===== src/hdl/chvoc_pkg.sv =====
// Shared types, constants and arithmetic helpers of the channel vocoder.
package chvoc_pkg;

  localparam int MAX_BANDS   = 16;
  localparam int BAND_W      = 4;
  localparam int NBAND_W     = 5;
  localparam int SAMPLE_BITS = 16;
  localparam int COEF_BITS   = 20;
  localparam int NCOEF       = 5;
  localparam int COEF_DEPTH  = MAX_BANDS * NCOEF;
  localparam int COEF_AW     = 7;
  localparam int PW          = 58;
  localparam int MA_W        = 33;
  localparam int MB_W        = 25;
  localparam int Y_W         = 24;
  localparam int ENV_W       = 18;
  localparam int X_W         = 21;
  localparam int SUM_W       = 34;
  localparam int STEP_W      = 4;
  localparam int IN_TDATA_W  = 48;
  localparam int CFG_AW      = 3;
  localparam int CFG_DW      = 32;

  localparam logic [STEP_W-1:0] LAST_STEP = 4'd14;
  localparam logic [16:0] ATTACK_K = 17'd6554;
  localparam logic [ENV_W-1:0] ENV_MAX = {ENV_W{1'b1}};

  // coefficient slots
  localparam logic [2:0] SLOT_B0 = 3'd0;
  localparam logic [2:0] SLOT_B1 = 3'd1;
  localparam logic [2:0] SLOT_B2 = 3'd2;
  localparam logic [2:0] SLOT_A1 = 3'd3;
  localparam logic [2:0] SLOT_A2 = 3'd4;

  // register indexes
  localparam logic [CFG_AW-1:0] REG_PHASE_INC = 3'd0;
  localparam logic [CFG_AW-1:0] REG_MOD_GAIN  = 3'd1;
  localparam logic [CFG_AW-1:0] REG_OUT_GAIN  = 3'd2;
  localparam logic [CFG_AW-1:0] REG_RELEASE   = 3'd3;
  localparam logic [CFG_AW-1:0] REG_BAND_CNT  = 3'd4;

  // datapath operations
  localparam logic [2:0] OP_NONE     = 3'd0;
  localparam logic [2:0] OP_LOAD     = 3'd1;
  localparam logic [2:0] OP_GAIN_MUL = 3'd2;
  localparam logic [2:0] OP_GAIN_ACC = 3'd3;
  localparam logic [2:0] OP_BAND     = 3'd4;
  localparam logic [2:0] OP_FIN_MUL  = 3'd5;
  localparam logic [2:0] OP_FIN_OUT  = 3'd6;
  localparam logic [2:0] OP_CWR      = 3'd7;

  typedef struct packed {
    logic [2:0]        op;
    logic              zero_out;
    logic [STEP_W-1:0] step;
    logic [BAND_W-1:0] band;
  } dp_cmd_t;

  typedef struct packed {
    logic [NBAND_W-1:0] nbands;
  } dp_sts_t;

  function automatic logic signed [PW-1:0] rnd(input logic signed [PW-1:0] v, input int k);
    rnd = (v + (PW'(1) <<< (k - 1))) >>> k;
  endfunction

  function automatic logic signed [31:0] sat32(input logic signed [PW-1:0] v);
    if (v > PW'(64'sh7FFFFFFF)) sat32 = 32'sh7FFFFFFF;
    else if (v < -PW'(64'sh80000000)) sat32 = 32'sh80000000;
    else sat32 = v[31:0];
  endfunction

  function automatic logic signed [Y_W-1:0] sat24(input logic signed [PW-1:0] v);
    if (v > PW'(64'sh7FFFFF)) sat24 = 24'sh7FFFFF;
    else if (v < -PW'(64'sh800000)) sat24 = 24'sh800000;
    else sat24 = v[Y_W-1:0];
  endfunction

  function automatic logic signed [SAMPLE_BITS-1:0] sat16(input logic signed [PW-1:0] v);
    if (v > PW'(64'sh7FFF)) sat16 = 16'sh7FFF;
    else if (v < -PW'(64'sh8000)) sat16 = 16'sh8000;
    else sat16 = v[SAMPLE_BITS-1:0];
  endfunction

  // coefficient read one step ahead of its use
  function automatic logic [2:0] rd_slot(input logic [STEP_W-1:0] s);
    case (s)
      4'd0, 4'd5: rd_slot = SLOT_B0;
      4'd1, 4'd6: rd_slot = SLOT_B1;
      4'd2, 4'd7: rd_slot = SLOT_A1;
      4'd3, 4'd8: rd_slot = SLOT_B2;
      4'd4, 4'd9: rd_slot = SLOT_A2;
      default:    rd_slot = SLOT_B0;
    endcase
  endfunction

endpackage


===== src/hdl/chvoc_ctrl.sv =====
// Sequencer of the vocoder: item handshake, band and step counting, output valid.
module chvoc_ctrl
  import chvoc_pkg::*;
(
  input  logic    clk,
  input  logic    rst_n,
  input  logic    in_tvalid,
  input  logic    in_mode,
  output logic    in_tready,
  output logic    out_tvalid,
  input  logic    out_tready,
  input  dp_sts_t sts,
  output dp_cmd_t cmd
);

  localparam logic [2:0] S_IDLE = 3'd0;
  localparam logic [2:0] S_GAIN = 3'd1;
  localparam logic [2:0] S_GACC = 3'd2;
  localparam logic [2:0] S_BAND = 3'd3;
  localparam logic [2:0] S_FMUL = 3'd4;
  localparam logic [2:0] S_FOUT = 3'd5;
  localparam logic [2:0] S_ZOUT = 3'd6;

  logic [2:0]        state_r, state_nxt;
  logic [STEP_W-1:0] step_r, step_nxt;
  logic [BAND_W-1:0] band_r, band_nxt;
  logic              out_valid_r, out_valid_nxt;
  logic              slot_free;

  assign in_tready  = (state_r == S_IDLE);
  assign out_tvalid = out_valid_r;
  assign slot_free  = !out_valid_r || out_tready;

  always_comb begin
    state_nxt     = state_r;
    step_nxt      = step_r;
    band_nxt      = band_r;
    out_valid_nxt = out_valid_r && !out_tready;
    cmd.op        = OP_NONE;
    cmd.zero_out  = 1'b0;
    cmd.step      = step_r;
    cmd.band      = band_r;
    case (state_r)
      S_IDLE: begin
        if (in_tvalid) begin
          if (in_mode) begin
            cmd.op    = OP_CWR;
            state_nxt = S_ZOUT;
          end else begin
            cmd.op    = OP_LOAD;
            state_nxt = S_GAIN;
          end
        end
      end
      S_GAIN: begin
        cmd.op    = OP_GAIN_MUL;
        state_nxt = S_GACC;
      end
      S_GACC: begin
        cmd.op    = OP_GAIN_ACC;
        step_nxt  = '0;
        band_nxt  = '0;
        state_nxt = (sts.nbands == '0) ? S_FMUL : S_BAND;
      end
      S_BAND: begin
        cmd.op = OP_BAND;
        if (step_r == LAST_STEP) begin
          step_nxt = '0;
          if ({1'b0, band_r} == sts.nbands - NBAND_W'(1)) begin
            state_nxt = S_FMUL;
          end else begin
            band_nxt = band_r + BAND_W'(1);
          end
        end else begin
          step_nxt = step_r + STEP_W'(1);
        end
      end
      S_FMUL: begin
        cmd.op    = OP_FIN_MUL;
        state_nxt = S_FOUT;
      end
      S_FOUT, S_ZOUT: begin
        if (slot_free) begin
          cmd.op        = OP_FIN_OUT;
          cmd.zero_out  = (state_r == S_ZOUT);
          out_valid_nxt = 1'b1;
          state_nxt     = S_IDLE;
        end
      end
      default: begin
        state_nxt = S_IDLE;
      end
    endcase
  end

  always_ff @(posedge clk) begin
    if (!rst_n) begin
      state_r     <= S_IDLE;
      step_r      <= '0;
      band_r      <= '0;
      out_valid_r <= 1'b0;
    end else begin
      state_r     <= state_nxt;
      step_r      <= step_nxt;
      band_r      <= band_nxt;
      out_valid_r <= out_valid_nxt;
    end
  end

endmodule


===== config.mk =====
export PLATFORM = sky130hd
export DESIGN_NAME = chvoc_ctrl
export DESIGN_NICKNAME = d
export VERILOG_FILES = /design/src/hdl/chvoc_pkg.sv /design/src/hdl/chvoc_ctrl.sv
export SDC_FILE = /design/constraint.sdc
export NUM_CORES = 1
export LEC_CHECK = 0
export BUFFER_PORTS_ARGS = -buffer_cell sky130_fd_sc_hd__buf_2
export CORE_UTILIZATION = 45
export DETAILED_ROUTE_END_ITERATION = 7
export PLACE_DENSITY = 0.8
export SYNTH_ARGS = -nofsm -noshare
export SYNTH_HDL_FRONTEND = slang
export SYNTH_SLANG_ARGS = --single-unit
export TNS_END_PERCENT = 20

===== constraint.sdc =====
create_clock -name clk -period 2.05 [get_ports clk]
set_input_delay 0.1025 -clock clk [delete_from_list [all_inputs] [get_ports clk]]
set_output_delay 0.1025 -clock clk [all_outputs]
set_load 0.02 [all_outputs]

==> impl_metrics.py, run 1 <==
metrics = {
    "placed_design": {
        "place_hpwl_um": 1654,
        "placed_area_um2": 1035,
        "routabilityCongestion": 0.8336,
        "numPortBuffers": 23,
    },
    "sta": {
        "fin_crit_sh_pct": 87.31,
        "finalCriticalPeriod_ps": 1790,
        "relSlewSlack_pct": 57.89,
        "final.setup.tns_ps": 0,
        "hold_viol": 0,
        "fin_skew_ps": 3.623,
        "grt_setup_unrepaired": "false",
        "fmax_mhz": 558.7,
        "tightestPinTransition_ps": 622.8,
        "setup_viol": 0,
        "report.final.slew_viol_count": 0,
        "fin_hold_ws_ps": 101.2,
    },
    "setup_path": {
        "critPathRequiredTime_ps": 2230,
        "slowest_delay_ps": 340,
        "crit_path_end_kind": "flip-flop",
        "crit_arrival_ps": 1970,
        "cpLargestDelayFamily": "simple AND/OR/NAND/NOR gates",
        "timing_worst_setup_path_type": "flip-flop to flip-flop",
        "path_max_fanout": 7,
        "slowest_stage": "dfxtp_1",
        "start_kind": "flip-flop",
        "crit_chain": "inv_1 -> ha_1 -> and3_1 -> nor2_1 -> nor3_2 -> o311ai_0 -> o2111a_1",
        "worst-path-buf-inv": 1,
    },
    "synthesis": {
        "synth_top_area_cell": "dfxtp_1",
        "netlist_instances": 117,
        "ys.flop_type": "dfxtp_1",
        "avgSynthCellArea_um2": 7.625,
        "syn_area_um2": 892.1,
        "ys_seq_area_share_pct": 26.93,
        "synthTopCellsByArea": "dfxtp_1 27%, ha_1 5.6%, nor2_1 5.5%, xnor2_1 4.9%, a21oi_1 4.5%",
        "ys_types": 39,
        "syn_nets": 131,
        "ys.warnings.count": 0,
        "ys_ff_latch": 12,
        "yosysTopAreaCellShare_pct": 26.93,
        "synth_enable_flop_cells": 0,
        "async_flop_share_pct": 0,
    },
    "layout": {
        "finalNetCount": 156,
        "drive_gt1_share_pct": 25.71,
        "ff_latch_area_um2": 240.2,
        "multi_input_area_um2": 606.8,
        "fillers": 154,
        "area_growth_pct": 18.51,
        "insertedDiodeCount": 0,
        "design_area_um2": 1057,
    },
    "power": {
        "power_frac_comb_pct": 56.6,
        "p_leak_nw": 0.4536,
        "ir_drop_mv": 0.6956,
        "switchingPower_mw": 0.5272,
        "cellPowerDensity_nw_per_um2": 1055,
        "power_mw": 1.115,
        "clockPowerShare_pct": 13.8,
        "internal_power_mw": 0.5882,
        "switching_share_pct": 47.27,
        "p_seq_share_pct": 29.6,
    },
    "routing": {
        "first_pass_iters": 4,
        "vias_per_cell": 5.958,
        "drc": 0,
        "drtAntennaViolNets": 0,
        "routed_wl_um": 2164,
        "vias": 983,
        "wl_per_cell_um": 13.12,
        "drt_first_iter_violations": 43,
    },
    "grt": {
        "grt_usage_pct": 22.04,
        "antenna_found_initial": 0,
        "grt_first_pass_wirelength_um": 3408,
        "overflow": 0,
        "grt_pass1_vias": 836,
        "grt_max_degree": 16,
    },
    "clocking": {
        "path_clk_slew_ps": 80,
        "post_cts_buffers": 0,
        "post_cts_resized": 0,
        "cts_hold_buf": 0,
        "cts_buffers": 3,
        "cts-root-buf": "clkbuf_4",
        "cts_buffer_depth": 2,
        "clock_latency_ps": 280,
        "cts_htree_levels": 1,
        "clkSinkCount": 12,
        "cts_tree": "done",
    },
    "floorplanning": {
        "initial_core_util_pct": 50.04,
        "row_count": 15,
        "dieArea_um2": 2165,
        "die_h_um": 46.53,
        "ios": 24,
        "core_area_um2": 1783,
        "die_w_um": 46.53,
    },
    "job": {
        "maxCapViolCount": 0,
    },
    "run_status": {
        "status": "complete, no violations",
    },
    "worst_hold_path": {
        "hp-class": "input port to flip-flop",
    },
}
flip-flops by register name, indices dropped and copies added, names as in the netlist:
| signal | flops |
|---|---|
| band_r | 4 |
| out_tvalid | 1 |
| state_r | 3 |
| step_r | 4 |
routing by layer:
layer  share of wire (%)  GRT usage, %  wire length, µm
met1                  43         27.90              929
met2                  50         33.89             1092
met3                 6.0         5.098              130
met4                0.55         12.35               12
met5                   0             0                0
synthesized netlist by cell type, types with 3 or more instances:
cell type and number:
a31oi_1 5, and3_1 3, inv_1 4, a211oi_1 4
ha_1 4, nor2_1 13, nor3_1 4, nand3_1 8
nand2_1 8, xor2_1 3, a21oi_1 8, o21ai_0 5
xnor2_1 5, dfxtp_1 12
worst reg2reg max path: cells and delay by family, from the launching register on:
kind,cells,cell delay [ps]
AO/OA/AOI/OAI,2,370
adder cells (fa/ha/maj),1,170
AND/OR/NAND/NOR,3,700
buffers and inverters,1,110
flip-flops,1,340
cell type report:
cell class                      instances  share of cell area (%)
Clock buffer                            3                   2.130
Tap cell                               25                   2.959
Inverter                                5                   1.775
Multi-Input combinational cell         94                   57.40
Timing Repair Buffer                   26                   13.02
Sequential cell                        12                   22.72
power groups by stage:
| stage | logic, mW | clock network (mW) | registers, mW |
|---|---|---|---|
| after floorplan | 0.481 | 0 | 0.307 |
| after CTS | 0.633 | 0.152 | 0.327 |
| after global placement | 0.611 | 0 | 0.331 |
| after detailed placement | 0.631 | 0 | 0.333 |
| after global routing | 0.695 | 0.163 | 0.340 |
| final | 0.632 | 0.154 | 0.330 |
cell families (layout without fill, tap and decap cells):
family | after synthesis | count (layout) | synth area share (%)
mux | 1 | 1 | 1.122
flops | 12 | 12 | 26.93
buf+inv | 11 | 34 | 5.048
xor+xnor | 8 | 8 | 7.854
compound gates | 32 | 32 | 24.54
fa+ha+maj | 4 | 4 | 5.610
simple gates | 49 | 49 | 28.89
placed cells by master (no fill, tap or decap), types with 5 or more instances in the layout:
cell / count
nor2_1: 13
nand2_1: 8
dfxtp_1: 12
o21ai_0: 5
buf_2: 23
nand3_1: 8
a21oi_1: 8
xnor2_1: 5
a31oi_1: 5
worst paths after layout:
kind | slack, ps | cells after the start | to | start
worst min register to register | 530 | 2 | step_r[1]$_SDFFE_PN0P_ | step_r[1]$_SDFFE_PN0P_
worst max register to register | 260 | 7 | state_r[2]$_SDFFE_PN0P_ | step_r[0]$_SDFFE_PN0P_
worst min-delay path | 100 | 3 | state_r[0]$_SDFFE_PN0P_ | rst_n
worst max-delay path | 260 | 7 | state_r[2]$_SDFFE_PN0P_ | step_r[0]$_SDFFE_PN0P_
metrics by stage:
stage | cells | utilization, % | setup slack [ps]
after floorplan | 117 | - | 328.6
after global placement | 162 | 58.04 | 358.2
after detailed placement | 162 | 58.04 | 276.0
after CTS | 165 | 59.30 | 267.5
after global routing | 165 | 59.30 | 86.44
final | 165 | 59.30 | 260.1
(Power assumes the default switching activity.)
==> run 2, diff against run 1 <==
--- a/config.mk
+++ b/config.mk
@@ -5,9 +5,11 @@
 export SDC_FILE = /design/constraint.sdc
 export NUM_CORES = 1
 export LEC_CHECK = 0
+export ABC_AREA = 1
 export BUFFER_PORTS_ARGS = -buffer_cell sky130_fd_sc_hd__buf_2
 export CORE_UTILIZATION = 45
 export DETAILED_ROUTE_END_ITERATION = 7
+export GPL_ROUTABILITY_DRIVEN = 0
 export PLACE_DENSITY = 0.8
 export SYNTH_ARGS = -nofsm -noshare
 export SYNTH_HDL_FRONTEND = slang
==> run 2 against run 1 <==
Die area up 1.1%. Sequential power up 14%. Flip-flop and latch count unchanged. Core utilization up 0.15 points. Hold slack better by 22 ps. Wire length down 7.5%. Critical path depth down 1. Via count down 0.92%. Area after synthesis up 1.1%. Critical endpoint is now cmd[10].
==> impl_metrics.py, run 2 <==
metrics = {
    "run_status": {
        "status": "complete, no violations",
    },
    "clocking": {
        "path_clk_slew_ps": 70,
        "post_cts_resized": 0,
        "cts_hold_buf": 0,
        "cts_htree_levels": 1,
        "cts_tree": "done",
        "clock_latency_ps": 270,
        "cts-root-buf": "clkbuf_4",
        "post_cts_buffers": 0,
        "cts_buffer_depth": 2,
        "clkSinkCount": 12,
        "cts_buffers": 3,
    },
    "floorplanning": {
        "die_w_um": 46.78,
        "ios": 24,
        "die_h_um": 46.78,
        "row_count": 15,
        "core_area_um2": 1802,
        "dieArea_um2": 2188,
        "initial_core_util_pct": 50.07,
    },
    "synthesis": {
        "synth_enable_flop_cells": 0,
        "ys_ff_latch": 12,
        "ys.flop_type": "dfxtp_1",
        "netlist_instances": 148,
        "yosysTopAreaCellShare_pct": 26.63,
        "synthMuxAreaShare_pct": 0,
        "synth.most_common_cell": "nand2_1",
        "ys.warnings.count": 0,
        "synth-compound-area-share_pct": 7.906,
        "ys_seq_area_share_pct": 26.63,
        "yosys.area_share.simple_pct": 45.77,
        "synth_common_cells": "36 x nand2_1, 23 x inv_1, 22 x nor2_1",
        "synth_fa_ha_area_share_pct": 5.548,
        "synth_top_family_by_area": "simple AND/OR/NAND/NOR gates",
        "syn_area_um2": 902.1,
        "synth_top_area_cell": "dfxtp_1",
        "ys_types": 21,
        "syn_nets": 162,
        "avgSynthCellArea_um2": 6.095,
        "synthTopCellsByArea": "dfxtp_1 27%, nand2_1 15%, inv_1 9.6%, nor2_1 9.2%, nand3_1 7.2%",
        "async_flop_share_pct": 0,
        "synthXorXnorAreaFrac_pct": 2.913,
    },
    "grt": {
        "grt_first_pass_wirelength_um": 3056,
        "grt_pass1_vias": 770,
        "antenna_found_initial": 0,
        "grt_max_degree": 9,
        "overflow": 0,
        "grt_usage_pct": 20.14,
    },
    "power": {
        "cellPowerDensity_nw_per_um2": 1194,
        "p_leak_nw": 0.5966,
        "ir_drop_mv": 0.6707,
    },
    "job": {
        "maxCapViolCount": 0,
    },
    "placed_design": {
        "numPortBuffers": 23,
        "place_hpwl_um": 1605,
        "placedCellCount": 196,
    },
    "routing": {
        "first_pass_iters": 4,
        "drc": 0,
        "routed_wl_um": 2002,
        "drtAntennaViolNets": 0,
        "vias_per_cell": 4.894,
        "wl_per_cell_um": 10.06,
        "drt_first_iter_violations": 24,
        "vias": 974,
    },
    "sta": {
        "final.setup.tns_ps": 0,
        "relSlewSlack_pct": 80.80,
        "setup_viol": 0,
        "fmax_mhz": 644.1,
        "hold_viol": 0,
        "fin_skew_ps": 3.202,
        "finalCriticalPeriod_ps": 1553,
        "report.final.slew_viol_count": 0,
        "fin_crit_sh_pct": 75.73,
        "tightestPinTransition_ps": 285.8,
        "grt_setup_unrepaired": "false",
    },
    "worst_hold_path": {
        "hp-class": "input port to flip-flop",
    },
    "layout": {
        "drive_gt1_share_pct": 21.26,
        "finalNonFillerCells": 199,
        "finalNetCount": 190,
        "multi_input_area_um2": 560.5,
        "insertedDiodeCount": 0,
        "ff_latch_area_um2": 240.2,
        "area_growth_pct": 18.72,
        "fillers": 186,
        "top_regs": "band_r x4, step_r x4, state_r x3",
        "final_common_cell": "nand2_1",
        "final_cell_mix": "36 x nand2_1, 23 x inv_1, 23 x buf_2",
    },
    "setup_path": {
        "crit_path_end_kind": "output pin",
        "start_kind": "flip-flop",
        "critPathRequiredTime_ps": 1950,
        "path_max_fanout": 7,
        "crit_arrival_ps": 1450,
        "timing_worst_setup_path_type": "flip-flop to output pin",
    },
}
-- run 2: cell count changes after synthesis, moves of 3 or more --
| cell | change |
|---|---|
| nand3_1 | +5 |
| nand2_1 | +28 |
| a21oi_1 | -3 |
| nand4_1 | +4 |
| inv_1 | +19 |
| a31oi_1 | -5 |
| a211oi_1 | -4 |
| xnor2_1 | -5 |
| nor2_1 | +9 |
| and3_1 | -3 |
| inv_2 | +4 |
-- run 2: cells by family (layout without fill, tap and decap cells) --
family | count (synthesis) | count (layout)
buffers and inverters | 27 | 53
AOI/OAI and AO/OA | 13 | 13
adders and majority gates | 4 | 4
DFF | 12 | 12
and+or+nand+nor | 89 | 89
xor gates and xnor gates | 3 | 3
-- run 2: per-stage QoR --
step | worst slack [ps] | instance area, µm² | hold WS, ps | util, % | power (mW)
after floorplan | 600.5 | 902.1 | 223.8 | - | 0.9369
after detailed placement | 535.0 | 1049 | 407.9 | 58.19 | 1.133
after global routing | 355.7 | 1071 | 136.6 | 59.44 | 1.387
after global placement | 595.3 | 1049 | 402.3 | 58.19 | 1.116
final | 497.5 | 1071 | 122.9 | 59.44 | 1.279
after CTS | 495.5 | 1071 | 120.0 | 59.44 | 1.277
-- run 2: power by group --
group          internal, mW  leakage [nW]  switching, mW
Combinational         0.266         0.485          0.493
Sequential            0.291        0.0980         0.0857
Clock                0.0681        0.0138         0.0748
Total                 0.625         0.597          0.654
-- run 2: worst max-delay path, stage by stage (launching register included) --
cell and delay (ps):
dfxtp_1 380, nor2_2 190, inv_1 80, nor2_1 150, nand3_1 110, nand4_1 100, buf_2 160
-- run 2: path summary, 6_finish.rpt --
path | from | to | slack [ps] | depth (start not counted)
setup / recovery | state_r[0]$_SDFFE_PN0P_ | cmd[10] | 500 | 6
hold / removal | rst_n | state_r[1]$_SDFFE_PN0P_ | 120 | 3
setup reg to reg | step_r[0]$_SDFFE_PN0P_ | band_r[0]$_SDFFE_PN0P_ | 600 | 9
hold reg to reg | band_r[3]$_SDFFE_PN0P_ | band_r[3]$_SDFFE_PN0P_ | 530 | 2
-- run 2: cell type report --
class	instances	share of cell area, %
clock buffer	3	2.103
inverter	27	9.463
multi-input combinational	109	52.34
sequential	12	22.43
tap	25	2.921
timing repair buffer	23	10.75
-- run 2: per-layer routing --
layer  wire [µm]  vias up  part of all wire [%]  track usage [%]
met5           0        -                     0                0
met4          53        0                   2.6            13.71
met3         101        4                   5.0            2.308
met2         926       30                    46            33.61
met1         921      417                    46            24.18
li1            -      523                     -                -
